File: config.mk
export PLATFORM = sky130hd
export DESIGN_NAME = pyrf_color
export DESIGN_NICKNAME = d
export VERILOG_FILES = /design/src/rtl/pyrf_pkg.sv /design/src/rtl/pyrf_color.sv
export SDC_FILE = /design/constraint.sdc
export NUM_CORES = 1
export LEC_CHECK = 0
export BUFFER_PORTS_ARGS = -buffer_cell sky130_fd_sc_hd__buf_2
export CAP_MARGIN = 5
export CORE_UTILIZATION = 53
export DETAILED_ROUTE_END_ITERATION = 8
export GPL_TIMING_DRIVEN = 0
export PLACE_DENSITY = 0.72
export SYNTH_ARGS = -nofsm -noshare
export SYNTH_HDL_FRONTEND = slang
export SYNTH_SLANG_ARGS = --single-unit
File: constraint.sdc
create_clock -name clk -period 3.5 [get_ports clk]
set_input_delay 0.7 -clock clk [delete_from_list [all_inputs] [get_ports clk]]
set_output_delay 0.7 -clock clk [all_outputs]
set_load 0.02 [all_outputs]
File: src/rtl/pyrf_pkg.sv
package pyrf_pkg;

    // default store bounds
    localparam int DEF_MAX_WIDTH  = 256;
    localparam int DEF_MAX_HEIGHT = 256;

    // field and register widths
    localparam int DIM_W   = 9;
    localparam int LN_W    = 18;   // holds 510*510
    localparam int POS_W   = 19;   // holds one and a half luma planes
    localparam int IDX_W   = 16;
    localparam int PIX_W   = 8;
    localparam int PROD_W  = 26;
    localparam int SUM_W   = 28;
    localparam int ADDR_W  = 3;
    localparam int DATA_W  = 32;

    localparam logic [DIM_W-1:0] DIM_RESET = 9'd256;

    // register indexes on the configuration port
    localparam logic REG_FRAME_WIDTH  = 1'b0;
    localparam logic REG_FRAME_HEIGHT = 1'b1;

    // bt.601 full range, q16
    localparam logic signed [17:0] K_RV = 18'sd91881;
    localparam logic signed [17:0] K_GU = 18'sd22554;
    localparam logic signed [17:0] K_GV = 18'sd46802;
    localparam logic signed [17:0] K_BU = 18'sd116130;

    typedef enum logic
    {
        ST_IDLE,
        ST_RUN
    } seq_state_t;

    // frame geometry derived from the size registers
    typedef struct packed
    {
        logic [DIM_W-1:0] w;
        logic [LN_W-1:0]  luma_n;
        logic [POS_W-1:0] v_start;
        logic [POS_W-1:0] total;
        logic [IDX_W-1:0] flip_init;
    } geom_t;

    // pixel tag that travels with a luma read
    typedef struct packed
    {
        logic                    valid;
        logic signed [PIX_W-1:0] dv;
        logic [IDX_W-1:0]        idx;
        logic                    group_last;
        logic                    frame_done;
    } pix_tag_t;

    function automatic logic [PIX_W-1:0] clamp_q16(input logic signed [SUM_W-1:0] t);
        logic [PIX_W-1:0] r;
        begin
            if (t[SUM_W-1])
            begin
                r = '0;
            end
            else if (|t[SUM_W-2:24])
            begin
                r = '1;
            end
            else
            begin
                r = t[23:16];
            end
            return r;
        end
    endfunction

endpackage

File: src/rtl/pyrf_color.sv
module pyrf_color
    import pyrf_pkg::*;
(
    input  logic             clk,
    input  logic             rst_n,
    input  pix_tag_t         tag,
    input  logic [PIX_W-1:0] y_data,
    input  logic [PIX_W-1:0] u_data,
    output logic             advance,
    output logic             out_valid,
    input  logic             out_ready,
    output logic [IDX_W-1:0] pixel_index,
    output logic [PIX_W-1:0] red,
    output logic [PIX_W-1:0] green,
    output logic [PIX_W-1:0] blue,
    output logic             group_last,
    output logic             frame_done
);

    logic                     s2_valid_reg;
    logic [PIX_W-1:0]         s2_y_reg;
    logic signed [PROD_W-1:0] p_rv_reg, p_gu_reg, p_gv_reg, p_bu_reg;
    logic [IDX_W-1:0]         s2_idx_reg;
    logic                     s2_glast_reg, s2_fdone_reg;

    logic                     out_valid_reg;
    logic [IDX_W-1:0]         out_idx_reg;
    logic [PIX_W-1:0]         out_r_reg, out_g_reg, out_b_reg;
    logic                     out_glast_reg, out_fdone_reg;

    logic signed [PIX_W-1:0]  du;
    logic signed [SUM_W-1:0]  base, t_r, t_g, t_b;

    assign advance = !out_valid_reg || out_ready;
    assign du      = {~u_data[PIX_W-1], u_data[PIX_W-2:0]};

    always_ff @(posedge clk or negedge rst_n)
    begin
        if (!rst_n)
        begin
            s2_valid_reg  <= 1'b0;
            out_valid_reg <= 1'b0;
        end
        else if (advance)
        begin
            s2_valid_reg  <= tag.valid;
            out_valid_reg <= s2_valid_reg;
        end
    end

    // products of the chroma offsets
    always_ff @(posedge clk)
    begin
        if (advance && tag.valid)
        begin
            s2_y_reg     <= y_data;
            p_rv_reg     <= PROD_W'(K_RV) * PROD_W'(tag.dv);
            p_gu_reg     <= PROD_W'(K_GU) * PROD_W'(du);
            p_gv_reg     <= PROD_W'(K_GV) * PROD_W'(tag.dv);
            p_bu_reg     <= PROD_W'(K_BU) * PROD_W'(du);
            s2_idx_reg   <= tag.idx;
            s2_glast_reg <= tag.group_last;
            s2_fdone_reg <= tag.frame_done;
        end
    end

    assign base = $signed({{(SUM_W-PIX_W-16){1'b0}}, s2_y_reg, 16'h0000});
    assign t_r  = base + SUM_W'(p_rv_reg);
    assign t_g  = base - SUM_W'(p_gu_reg) - SUM_W'(p_gv_reg);
    assign t_b  = base + SUM_W'(p_bu_reg);

    always_ff @(posedge clk)
    begin
        if (advance && s2_valid_reg)
        begin
            out_idx_reg   <= s2_idx_reg;
            out_r_reg     <= clamp_q16(t_r);
            out_g_reg     <= clamp_q16(t_g);
            out_b_reg     <= clamp_q16(t_b);
            out_glast_reg <= s2_glast_reg;
            out_fdone_reg <= s2_fdone_reg;
        end
    end

    assign out_valid   = out_valid_reg;
    assign pixel_index = out_idx_reg;
    assign red         = out_r_reg;
    assign green       = out_g_reg;
    assign blue        = out_b_reg;
    assign group_last  = out_glast_reg;
    assign frame_done  = out_fdone_reg;

endmodule

After elaboration in Yosys (flattened, before gate mapping)
Index checks and enable logic that the tools add are counted.
{"block": "op_classes", "addsub": 4, "mul": 4, "div": 0, "order_cmp": 0, "n_eq_ne": 0, "shift": 0, "muxes": 3, "bitwise_logic": 1, "n_reduce_logical": 7}
{"op": "adder 25 x 26 -> 27 bit", "count": 2}
{"op": "subtractor 26 x 25 -> 27 bit", "count": 1}
{"op": "multiplier 18 x 8 -> 26 bit (first input constant)", "count": 1}
{"op": "subtractor 25 x 24 -> 26 bit", "count": 1}
{"op": "multiplier 17 x 8 -> 25 bit (first input constant)", "count": 1}
{"op": "multiplier 16 x 8 -> 24 bit (first input constant)", "count": 1}
{"op": "2-to-1 mux 8 bit", "count": 3}
{"op": "multiplier 15 x 8 -> 23 bit (first input constant)", "count": 1}
{"op": "OR reduction 3 bit", "count": 3}
{"op": "logical AND 1 bit", "count": 2}
{"op": "zero test 1 bit", "count": 1}
{"op": "logical OR 1 bit", "count": 1}
{"op": "inverter 1 bit", "count": 1}
{"block": "totals", "register_bits": 168, "latchBits": 0, "ramBits": 0, "mem_bits_ro": 0, "input_bits": 46, "output_inout_bits": 44, "elab_cells": 35, "memories": 0}

Longest topological paths before layout
Gate-level depths: netlist of run 1.
{"block": "logic_depth", "ltp_word": 4, "mapped_depth": 20, "ltp_nobuf": 20}

Worst setup path before layout of run 1
OpenSTA, ideal clock, no wires.
{"block": "synth_timing", "kind": "input port to flip-flop", "start": "input u_data[7]", "end": "register p_bu_reg[25] (data pin)", "setup_ps": 258, "arrival_ps": 4967, "required_ps": 3242, "slack_ps": -1724, "stages": 18, "cell_sequence": "inv_1 ha_1 inv_1 fa_1 fa_1 fa_1 inv_1 ha_1 nor4_2 a221oi_1 a21o_1 a41oi_2 a21oi_2 and2_4 o21a_4 o21a_4 o41a_1 xnor2_1"}
{"block": "synth_between", "elab_chain_len": 2}
{"element": "start, declared", "line_no": "pyrf_color.sv:8", "rtl": "input logic [PIX_W-1:0] u_data,"}
{"element": "inverter 1 bit", "line_no": "pyrf_color.sv:35", "rtl": "assign du = {~u_data[PIX_W-1], u_data[PIX_W-2:0]};"}
{"element": "multiplier 17 x 8 -> 25 bit", "line_no": "pyrf_color.sv:60", "rtl": "p_bu_reg <= PROD_W'(K_BU) * PROD_W'(du);"}
{"element": "end signal, assigned", "line_no": "pyrf_color.sv:60"}
{"element": "end, declared", "line_no": "pyrf_color.sv:22", "rtl": "logic signed [PROD_W-1:0] p_rv_reg, p_gu_reg, p_gv_reg, p_bu_reg;"}
Every way passes these cells.
A chain may end at the register's enable or synchronous reset.

Final worst setup path of run 1
Same ends and word-level chain as after synthesis.

==> impl_summary.md, run 1 <==
Pwr
Of the total power, the clock network draws 0.148. The relative contribution of sequential cells to total power is 0.217. The worst-case vdd ir drop is 390.3 uV.

The internal power is 6.920 mW. Of the total power, the share spent switching nets is 0.4039. In this run the static leakage power is 7.844 nW. The cell area power density is 705.6 nW/um^2. Summed over all nets, the switching power comes to 4.689 mW. Of the total power, combinational logic draws 0.635.

Layout
0 antenna diodes ended up in the layout. From synthesis to final layout, the design area changed by 26.31%. After filler insertion, the fill cell instance count of the layout stands at 1710. Registers take 4104 sq um.

The fraction of final layout cells with drive strength greater than 1 is 0.2838. The most common cell after layout, fill and taps aside is sky130_fd_sc_hd__inv_1. The number of cells in the finished layout apart from fillers is 1730. The flip-flop count of the largest register after layout is 21.

The library cells used most frequently in the layout, excluding fill and tap cells, are 250 x sky130_fd_sc_hd__inv_1, 203 x sky130_fd_sc_hd__ha_1, 135 x sky130_fd_sc_hd__edfxtp_1. The net total in the final layout is 1789. The multi-input gate area in the final layout is 8884 sq um.

Clock tree
Counting along the longest clock path gives a buffer depth of 2. The clock drives 137 sinks. The CTS tree is done. The later pin in the worst-skew pair is clocked with a latency of 420 ps. The number of hold buffers added after CTS was 0. The clock tree synthesis step divided the H-tree into 4 levels. Counting the buffers created by CTS gives 17. In this run the clock root is driven by a sky130_fd_sc_hd__clkbuf_16. After clock tree synthesis, the clock-pin slew on the worst setup and hold paths is 60 ps.

Job
Max-cap violations in this run came to 0.

Route
The wire length reported by the detailed router is 27.24 mm. The residual antenna-violating net count after detailed routing is 0. The overall via count from detail_route is 9104. The violation count after the first detailed-route iteration is 346.

In the routed design, unresolved DRC markers number 0. After detailed routing, the number of vias per cell comes to 5.262. The number of detailed-route iterations in the first pass is 7.

The routed wire length per instance is 15.74 um.

Setup path
The largest incremental delay on the critical path is 510 ps. The signal on the critical path passes through buf_12 -> clkinvlp_4 -> buf_6 -> ha_4 -> inv_2 -> fa_1 -> fa_2 -> fa_1 -> inv_2 -> ha_4 -> nor4_4 -> o211ai_1 -> a21o_1 -> a41oi_2 -> a21oi_2 -> and2_4 -> o21a_4 -> o21a_4 -> o41a_1 -> xnor2_1. The nature of the critical path startpoint is a primary input. STA classifies the critical path endpoint as a register. The data required time at the worst endpoint is 3670 ps.

The worst-path maximum fanout is 3. The number of buffers and inverters on the critical path is 5. At the worst endpoint, the arrival time is 4840 ps. The slowest cell on the critical path is sky130_fd_sc_hd__fa_1. The kind of critical path is in2reg. The setup check on the worst reg-to-reg path leaves a slack of 200 ps. The critical path's top delay family is adder cells.

STA
The final worst-path cycle share is 1.336. Clock skew on the completed layout was measured at 10.20 ps. Setup repair after global routing could not meet its margin everywhere. Final hold analysis gives a worst-case slack of 56.81 ps. The max-slew violation total from the final report was 0. The transition time at the pin with the least slew margin is 928.0 ps. The count of endpoints failing hold in the final timing report came to 0. Measured against its own limit, the worst slew margin works out to 0.3813.

The final number of setup-violating endpoints is 41. Setup slack on the critical path of the routed design comes to -1177 ps. Derived from the worst setup path, the maximum achievable clock frequency is 213.8 MHz. Subtracting the final worst setup slack from the clock period gives 4677 ps.

Placement
The post-detailed-placement half-perimeter wirelength is 19.86 mm. The final weighted congestion in routability-driven placement is 0.8995. The count of input and output buffers is 89.

Including well taps, the total number of placed cells is 1613. Timing analysis after detailed placement gives a worst setup slack of -2174 ps.

Logic synthesis
The number of register bits inferred by synthesis is 137. In this run, synthesis inferred 135 flip-flops with an integrated enable. The sequential cell area fraction in the yosys report is 0.3151.

The count of cell types in the netlist is 67. The prevailing post-synth register cell is sky130_fd_sc_hd__edfxtp_1. Yosys printed 0 warnings. The net count after synthesis is 1595. In the synthesized netlist, the number of instances is 1199. The per-instance average area after synthesis is 10.86 sq um. The cell area after synthesis is 13020 sq um. The async set-or-reset flop fraction in the synthesized netlist is 0.01460.

GRT
The maximum number of pins on one net before global-route repair is 63. The number of global-route vias before repair came to 9366. Summed over all layers, the global routing overflow is 0. The first-pass GRT wire length is 44.21 mm.

The initial antenna violation count is 0. The all-layer global routing usage is 0.2202.

Hold path
The worst hold path belongs to the class in2async.

Floorplan
The cell row count is 57. The region available for standard cell placement spans 24180 sq um. The starting utilization of the core area is 0.5387. The width of the die is 158.8 um. The vertical die dimension is 158.8 um. The boundary pin count is 90. The die covers 25200 sq um.

Run status
The checks that failed: setup timing. The flow ran to the end, but the final reports show violations.
-- final cells by class --
cell class                      count  share of cell area
Multi-Input combinational cell    774              0.5400
Sequential cell                   137              0.2495
Timing Repair Buffer              175             0.08313
Inverter                          285             0.06701
Clock buffer                       18             0.02609
Tap cell                          324             0.02464
Clock inverter                     14            0.008442
Buffer                              3            0.001217
-- power groups by stage --
stage | clock network [mW] | logic [mW] | registers (mW)
detailed placement | 0 | 6.02 | 2.55
global placement | 0 | 5.88 | 2.54
CTS | 1.75 | 6.65 | 2.52
global route | 1.82 | 8.18 | 2.55
floorplan | 0 | 4.73 | 2.65
finish | 1.72 | 7.37 | 2.51
-- path summary, 6_finish.rpt --
path	startpoint	end	cells after the start
setup / recovery	u_data[7]	p_bu_reg[25]	20
min in group clk	s2_idx_reg[0]	pixel_index[0]	0
setup reg to reg	s2_y_reg[1]	green[5]	10
hold / removal	rst_n	s2_valid_reg	1
max in group asynchronous	rst_n	out_valid	1
hold reg to reg	s2_idx_reg[0]	pixel_index[0]	0
-- metal layers --
layer | vias up | GRT usage | share of wire
li1 | 4432 | - | -
met1 | 4407 | 0.2706 | 0.43
met2 | 201 | 0.3818 | 0.50
met3 | 64 | 0.04023 | 0.038
met4 | 0 | 0.08694 | 0.035
met5 | - | 0 | 0
-- synth_stat cells (all sizes together) (2+ instances only) --
master     n  area (sq um)
and2       5         33.78
o221ai     2         17.52
a211oi     3         22.52
a21o      31         232.7
a311oi     2         17.52
nor4       2         18.77
nand4      4         25.02
o21a      14         120.1
o21ai     34         173.9
or3        3         18.77
nand3b     2         15.01
buf        2         16.26
a221oi     3         26.28
dfrtp      2         50.05
a211o      5         43.79
nand2     35         131.4
or2        7         43.79
o31ai      2         28.78
nor2      45         168.9
o211ai     7         57.55
ha       249          3115
inv      285          1070
a31oi      3         18.77
o22ai      2         18.77
a41oi      2         25.03
nor2b     10         62.56
edfxtp   135          4054
nand2b    18         112.6
fa       101          2022
o41a       2         22.52
a21oi     62         314.1
xnor2     42         367.9
nor3      17         85.08
a2111oi    2         18.77
a31o       3         26.28
xor2      15         131.4
a21boi     2         15.01
nand3     11         55.05
and3       5         31.28
o211a      3         30.03
o21bai     7         52.55
-- worst reg2reg max path: stages, from the launching register on --
cell and delay (ps):
sky130_fd_sc_hd__edfxtp_1 510, sky130_fd_sc_hd__fa_1 520, sky130_fd_sc_hd__ha_1 360, sky130_fd_sc_hd__a21oi_1 220, sky130_fd_sc_hd__nand2b_1 120, sky130_fd_sc_hd__o211ai_2 240, sky130_fd_sc_hd__a31oi_4 140, sky130_fd_sc_hd__or4_1 460
sky130_fd_sc_hd__and3_1 160, sky130_fd_sc_hd__buf_6 130, sky130_fd_sc_hd__o21a_1 190
-- stage by stage --
stage	setup TNS [ps]	util	power, mW	instance area (sq um)
final	-26830	0.6804	11.61	16450
after floorplan	-27920	-	7.381	13570
after detailed placement	-57200	0.5977	8.577	14450
after global routing	-31010	0.6804	12.55	16450
after CTS	-24350	0.6603	10.92	15960
after global placement	-56970	0.5964	8.424	14420
-- repair_timing --
item,CTS,global route
resized for setup,104,67
endpoints found under the hold margin,0,0
pin swaps,84,79
setup buffers,62,30
gates cloned,0,0
endpoints found under the setup margin,45,57
-- logic make-up after synthesis --
| kind of cell | Yosys count | share of synthesized area |
|---|---|---|
| mux | 2 | 0.001633 |
| xor+xnor | 57 | 0.03833 |
| buf+inv | 288 | 0.08368 |
| simple gates | 168 | 0.06398 |
| fa+ha+maj | 350 | 0.3945 |
| compound gates | 197 | 0.1028 |
| flops | 137 | 0.3151 |
(Power assumes the default switching activity.)
==> inputs of run 2 (changes only) <==
--- a/config.mk
+++ b/config.mk
@@ -9,7 +9,6 @@
 export CAP_MARGIN = 5
 export CORE_UTILIZATION = 53
 export DETAILED_ROUTE_END_ITERATION = 8
-export GPL_TIMING_DRIVEN = 0
 export PLACE_DENSITY = 0.72
 export SYNTH_ARGS = -nofsm -noshare
 export SYNTH_HDL_FRONTEND = slang
==> impl_summary.md, run 2 (synthesis gave the netlist of run 1 again) <==
STA
The count of endpoints failing hold in the final timing report is 0. The max-slew headroom at the worst pin is 0.3774. Subtracting the final worst setup slack from the clock period gives 4702 ps.

The transition time at the pin with the least slew margin is 933.8 ps. The tightest hold margin is 60.38 ps. The worst clock skew is 13.42 ps. Setup repair after global routing could not meet its margin everywhere.

In the post-route analysis, the smallest setup slack over all paths is -1202 ps. Static timing analysis puts the maximum clock frequency at 212.7 MHz. The final worst-path cycle share is 1.343. The max-slew violation total from the final report is 0.

The final number of setup-violating endpoints is 47.

Layout
The flip-flop count of the largest register after layout is 21. The total area of sequential cells is 4104 sq um. 0 antenna diodes ended up in the layout. The final layout contains 1955 nets. In the layout the commonest cells are 260 x sky130_fd_sc_hd__inv_1, 222 x sky130_fd_sc_hd__buf_4, 213 x sky130_fd_sc_hd__ha_1. Leaving out fill and tap cells, the most frequent cell in the layout is sky130_fd_sc_hd__inv_1. Of the cells placed in the final design, the portion with a size suffix greater than 1 is 0.3511. The number of filler instances in the final layout is 1602. The growth of design area from synthesis to finish is 35.58%. The multi-input gate area in the final layout is 8825 sq um. The utilization after layout is 0.7304.

Hold path
The path class of the lowest-slack min-delay path is in2async.

Route
After the first detailed-routing iteration, the DRC count stood at 371. Wires add up to 29.70 mm. For this run, the detailed router's first-pass iteration total came to 5.

After detailed routing, the number of vias per cell comes to 5.090. For this run, design rule violations remaining after detail routing come to 0. Once detail routing completed, the nets flagged for antenna violations numbered 0. Dividing the detail-routed wire length by the instance count gives 15.66 um.

The routed layout has 9651 vias.

GRT
The initial antenna violation count is 0. The total overflow left after global routing is 0. The number of global-route vias before repair was 10153. The all-layer global routing usage is 0.2453. The first global-routing pass estimated 49.06 mm of wire. Entering global routing, the biggest net connects 59 pins.

Run status
The checks that failed: setup timing. The flow ran to the end, but the final reports show violations.

Floorplan
The die is 158.8 um tall. The starting utilization of the core area is 0.5387. The die is 158.8 um wide. The cell row count is 57.

The boundary pin count is 90. The die area is 25200 sq um. The placeable core area is 24180 sq um.

Placement
The post-detailed-placement half-perimeter wirelength is 23.47 mm. At the end of routability-driven placement, the weighted congestion stood at 0.9031. The count of input and output buffers is 89.

Setup path
The kind of critical path is in2reg. The signal on the critical path passes through buf_8 -> clkinvlp_4 -> ha_4 -> inv_2 -> fa_1 -> fa_1 -> fa_1 -> inv_2 -> ha_4 -> nor4_4 -> o211ai_1 -> a21o_1 -> a41oi_2 -> a21oi_2 -> and2_4 -> o21a_4 -> o21a_4 -> o41a_1 -> xnor2_1. The worst reg-to-reg path cell count is 9. The worst register-to-register path begins at s2_y_reg[1]. The nature of the critical path startpoint is a primary input.

The slowest stage of the critical path belongs to the cell sky130_fd_sc_hd__fa_1. The largest incremental delay on the critical path is 510 ps. The slack of the worst reg-to-reg path is 180 ps. The sort of element at the end of the critical path is a register.

The terminus of the critical flop-to-flop path is green[2]. In this design, the critical path's most frequently occurring cell is sky130_fd_sc_hd__fa_1. The data required time at the worst endpoint is 3670 ps. The arrival time of data at the critical path endpoint is 4870 ps.

In this run the worst path has a maximum fanout of 3.

Pwr
IR analysis of the VDD net gives a maximum drop of 397.6 uV. The cell area power density is 696.4 nW/um^2. In this run the static leakage power is 8.766 nW.

Clock tree
After clock tree synthesis, the flow added hold-fix buffers numbering 0. The number of clock sinks is 137. The cell at the root of the clock tree is sky130_fd_sc_hd__clkbuf_16. The maximum clock path buffer count is 2. TritonCTS built the clock tree. Clock-pin slew was measured on the worst setup and hold paths at 70 ps. The source-to-sink clock delay at the later pin of the worst-skew pair is 420 ps. The H-tree depth reported by CTS is 4. TritonCTS created 17 clock buffers.

Job
The max capacitance violation total is 0.
run 2: changes by cell type in the layout (fill, tap and decap cells not counted), sizes merged:
cell / previous run / this run
buf: 176 / 344
bufinv: 1 / 3
clkbuf: 20 / 18
clkinv: 3 / 5
clkinvlp: 8 / 2
inv: 287 / 289
run 2: layout make-up:
type,instances,share of cell area
clock buffers,18,0.02430
clock inverters,14,0.01070
inverters,285,0.06179
multi-input cells,774,0.4998
flip-flops and latches,137,0.2324
well taps,324,0.02296
repair buffers,344,0.1481
run 2: worst max path at each step:
stage | startpoint | endpoint | slack [ps] | cells past startpoint
floorplan | u_data[7] | p_bu_reg[25] | -1490 | 18
global placement | tag[20] | p_rv_reg[24] | -1590 | 18
detailed placement | u_data[7] | p_bu_reg[25] | -1640 | 19
CTS | u_data[7] | p_bu_reg[25] | -1130 | 19
global route | u_data[7] | p_bu_reg[25] | -1380 | 19
finish | u_data[7] | p_bu_reg[25] | -1200 | 19
run 2: metrics by stage:
| step | setup WS, ps | TNS, ps | power, mW | instances | area (sq um) |
|---|---|---|---|---|---|
| after floorplan | -1492 | -27920 | 7.381 | 1199 | 13570 |
| after global placement | -1592 | -49620 | 9.282 | 1828 | 16060 |
| after detailed placement | -1645 | -51890 | 9.519 | 1828 | 16060 |
| after CTS | -1131 | -27860 | 11.94 | 1887 | 17310 |
| after global routing | -1383 | -37080 | 13.28 | 1896 | 17660 |
| final | -1202 | -31690 | 12.30 | 1896 | 17660 |
run 2: worst max-delay path, delay by kind of cell:
kind / cells / cell delay, ps
adders and majority gates: 5 / 1910
buffers and inverters: 4 / 310
and+or+nand+nor: 2 / 470
AOI/OAI and AO/OA: 7 / 1370
xor gates and xnor gates: 1 / 130
run 2: repair_timing:
action                                  4_1_cts  5_1_grt
resized for setup                            88       59
buffers inserted                             30       21
pin swaps                                    50       55
endpoints found under the setup margin       47       64
gates cloned                                  0        0
run 2: power breakdown:
group	switching, mW	internal, mW	leakage, nW
registers	0.116	2.41	1.31
logic	3.98	3.91	7.16
clock network	0.736	1.14	0.301
run 2: per-layer routing:
| metal | wire (um) | global-route usage | vias up |
|---|---|---|---|
| li1 | - | - | 4778 |
| met1 | 13060 | 0.3123 | 4639 |
| met2 | 14810 | 0.4304 | 201 |
| met3 | 1180 | 0.03710 | 33 |
| met4 | 647 | 0.06973 | 0 |
| met5 | 0 | 0 | - |
==> inputs of run 3 (changes only) <==
--- a/config.mk
+++ b/config.mk
@@ -9,7 +9,10 @@
 export CAP_MARGIN = 5
 export CORE_UTILIZATION = 53
 export DETAILED_ROUTE_END_ITERATION = 8
+export GPL_TIMING_DRIVEN = 0
 export PLACE_DENSITY = 0.72
+export REMOVE_ABC_BUFFERS = 1
+export SKIP_LAST_GASP = 1
 export SYNTH_ARGS = -nofsm -noshare
 export SYNTH_HDL_FRONTEND = slang
 export SYNTH_SLANG_ARGS = --single-unit
==> impl_summary.md, run 3 (synthesis gave the netlist of run 1 again) <==
Run status
The run finished, with violations left. The checks that failed: setup timing.

Route
Before antenna repair, the detailed router went through 5 iterations. The overall via count from detail_route is 9199. The violation count after the first detailed-route iteration is 371. The number of remaining DRC errors is 0. The final layout contains routed wiring with a total length of 28.32 mm. The via count normalized by instance count is 5.336. The detail route stage leaves a number of antenna-violating nets equal to 0. After detailed routing, the average wire length per cell comes to 16.43 um.

Layout
The final instance area is 16250 sq um. The register with the most flip-flops in the layout has 21 of them. The utilization after layout is 0.6720.

The layout has 1676 filler cells. At the end of the flow, the number of nets in the layout was 1783. The fraction of final layout cells with drive strength greater than 1 is 0.2600.

The growth of design area from synthesis to finish is 24.75%. In the layout the commonest cells are 260 x sky130_fd_sc_hd__inv_1, 217 x sky130_fd_sc_hd__ha_1, 135 x sky130_fd_sc_hd__edfxtp_1. The library cell used most frequently in the layout, excluding fill and tap cells, is sky130_fd_sc_hd__inv_1.

The total inserted antenna cells is 0.

Placement
Summed over all nets, the half-perimeter wirelength after detailed placement is 19.63 mm. Timing analysis after detailed placement gives a worst setup slack of -2427 ps. Once placement finished, the instance area stood at 13890 sq um. The count of buffers added on input and output ports is 89. At the end of routability-driven placement, the weighted congestion stood at 0.8896.

STA
The transition time at the pin with the least slew margin is 927.8 ps. The count of endpoints failing hold in the final timing report was 0. The final critical-path required period is 4797 ps.

Setup violations remaining at the end of the flow were counted as 48. On the final layout, the worst clock skew is 12.25 ps. The max-slew violation total from the final report is 0. Setup repair after global routing could not meet its margin everywhere. In this run the tightest slew margin relative to its limit is 0.3815.

Once routing completed, OpenROAD measured the worst setup slack at -1297 ps. The final worst-path cycle share is 1.371. Static timing analysis puts the maximum clock frequency at 208.5 MHz.

Clock tree
The maximum clock path buffer count is 2. The CTS tree is done. The total clock buffers created by CTS is 17.

In this run, post-CTS hold repair placed 0 buffers. The clock drives 137 sinks. The clock-pin transition on the worst setup and hold timing paths is 60 ps. The tree is rooted in a sky130_fd_sc_hd__clkbuf_16.

The H-tree was split into 4 levels. For the worst-skew pair, the clock arrives at the later sink with an insertion delay of 430 ps.

Setup path
Data arrives at the worst endpoint at 4970 ps. The worst-path maximum fanout is 3. The startpoint identified for the worst register-to-register timing path is s2_y_reg[1]. The data required time at the worst endpoint is 3670 ps.

The number of cells on the worst reg-to-reg path is 9. The sort of element at the end of the critical path is a register. STA classifies the critical path startpoint as a primary input. The slack of the worst reg-to-reg path is 140 ps. The worst register-to-register path ends at green[3]. The worst setup path is of the in2reg kind.

GRT
Summed over all layers, the global routing overflow is 0. The all-layer global routing usage is 0.2279. The number of global-route vias before repair is 9794. Entering global routing, the biggest net connects 58 pins. The initial antenna violation count is 0.

The first global-routing pass estimated 45.81 mm of wire.

Pwr
Of the total power, the share spent switching nets is 0.4057. The share of total power dissipated in sequential elements is 0.218. For this design the static power due to leakage is 7.854 nW. The worst-case IR drop observed on VDD is 427.9 uV. Internal power comes to 6.884 mW. In this run the power spent charging and discharging nets is 4.700 mW. The clock group share of total power is 0.155. In this run the power density over the cells is 713.0 nW/um^2.

Of the total power, combinational logic draws 0.628.

Job
Across the run, the number of max-cap violations was 0.

Floorplan
The cell row count is 57. In this run the horizontal extent of the chip is 158.8 um. The placeable core area is 24180 sq um. 90 I/O pins were placed. The die covers 25200 sq um.

The floorplan step set the die height to 158.8 um. For this configuration, the core starts out at a cell density of 0.5387.

Hold path
The min-delay analysis places its worst path in the category in2async.
==> run 3: cell types whose count changed in the layout (fill, tap and decap cells not counted), sizes merged <==
cell	delta
clkbuf	-1
clkinv	-1
clkinvlp	+3
buf	-172
bufinv	-1
==> run 3: through the flow <==
step | power [mW] | hold WS, ps | std cells | setup TNS, ps
2_1_floorplan | 6.803 | 400.3 | 1196 | -53890
3_3_place_gp | 7.792 | 401.0 | 1609 | -153190
3_5_place_dp | 7.998 | 407.0 | 1610 | -69260
4_1_cts | 10.94 | 36.83 | 1704 | -29100
5_1_grt | 12.49 | 44.79 | 1724 | -39250
6_report | 11.58 | 49.75 | 1724 | -35260
==> run 3: repair_timing <==
| action | in CTS | in global routing |
|---|---|---|
| pin swaps | 102 | 70 |
| buffers inserted | 62 | 30 |
| gates resized for setup | 185 | 75 |
| setup endpoints to repair | 48 | 64 |
==> run 3: how the worst max path moves through the flow <==
stage,start,end,cells after the start,slack (ps)
2_1_floorplan,u_data[7],p_bu_reg[25],18,-1720
3_3_place_gp,u_data[7],p_bu_reg[25],19,-2350
3_5_place_dp,u_data[7],p_bu_reg[25],19,-2430
4_1_cts,u_data[7],p_bu_reg[25],19,-1260
5_1_grt,tag[21],p_rv_reg[24],18,-1460
6_report,u_data[7],p_bu_reg[25],19,-1300
==> run 3: layer usage <==
metal,GRT usage,share of wire
met1,0.2729,0.42
met5,0,0
met4,0.08385,0.028
met2,0.4061,0.51
met3,0.04180,0.044
==> run 3: power groups by stage <==
| stage | Combinational, mW | Sequential, mW | Clock, mW |
|---|---|---|---|
| floorplan | 4.15 | 2.65 | 0 |
| global placement | 5.24 | 2.55 | 0 |
| detailed placement | 5.44 | 2.56 | 0 |
| CTS | 6.60 | 2.52 | 1.82 |
| global route | 8.04 | 2.55 | 1.89 |
| finish | 7.27 | 2.52 | 1.79 |
==> run 3: cell type report <==
cell class	instances	area, sq um	area share
Multi-Input combinational cell	774	8702	0.5356
Sequential cell	137	4104	0.2526
Inverter	285	1096	0.06746
Clock inverter	15	163.9	0.01009
Clock buffer	17	425.4	0.02618
Timing Repair Buffer	172	1350	0.08310
Tap cell	324	405.4	0.02495
==> run 3: critical path: stages <==
cell	delay, ps
sky130_fd_sc_hd__buf_12	80
sky130_fd_sc_hd__clkinvlp_4	120
sky130_fd_sc_hd__buf_6	160
sky130_fd_sc_hd__buf_12	120
sky130_fd_sc_hd__fa_2	620
sky130_fd_sc_hd__ha_4	220
sky130_fd_sc_hd__fa_1	530
sky130_fd_sc_hd__ha_4	220
sky130_fd_sc_hd__ha_4	170
sky130_fd_sc_hd__nor4_4	310
sky130_fd_sc_hd__o211ai_1	140
sky130_fd_sc_hd__a21o_1	250
sky130_fd_sc_hd__a41oi_2	220
sky130_fd_sc_hd__a21oi_2	100
sky130_fd_sc_hd__and2_4	160
sky130_fd_sc_hd__o21a_4	200
sky130_fd_sc_hd__o21a_4	200
sky130_fd_sc_hd__o41a_1	320
sky130_fd_sc_hd__xnor2_1	140
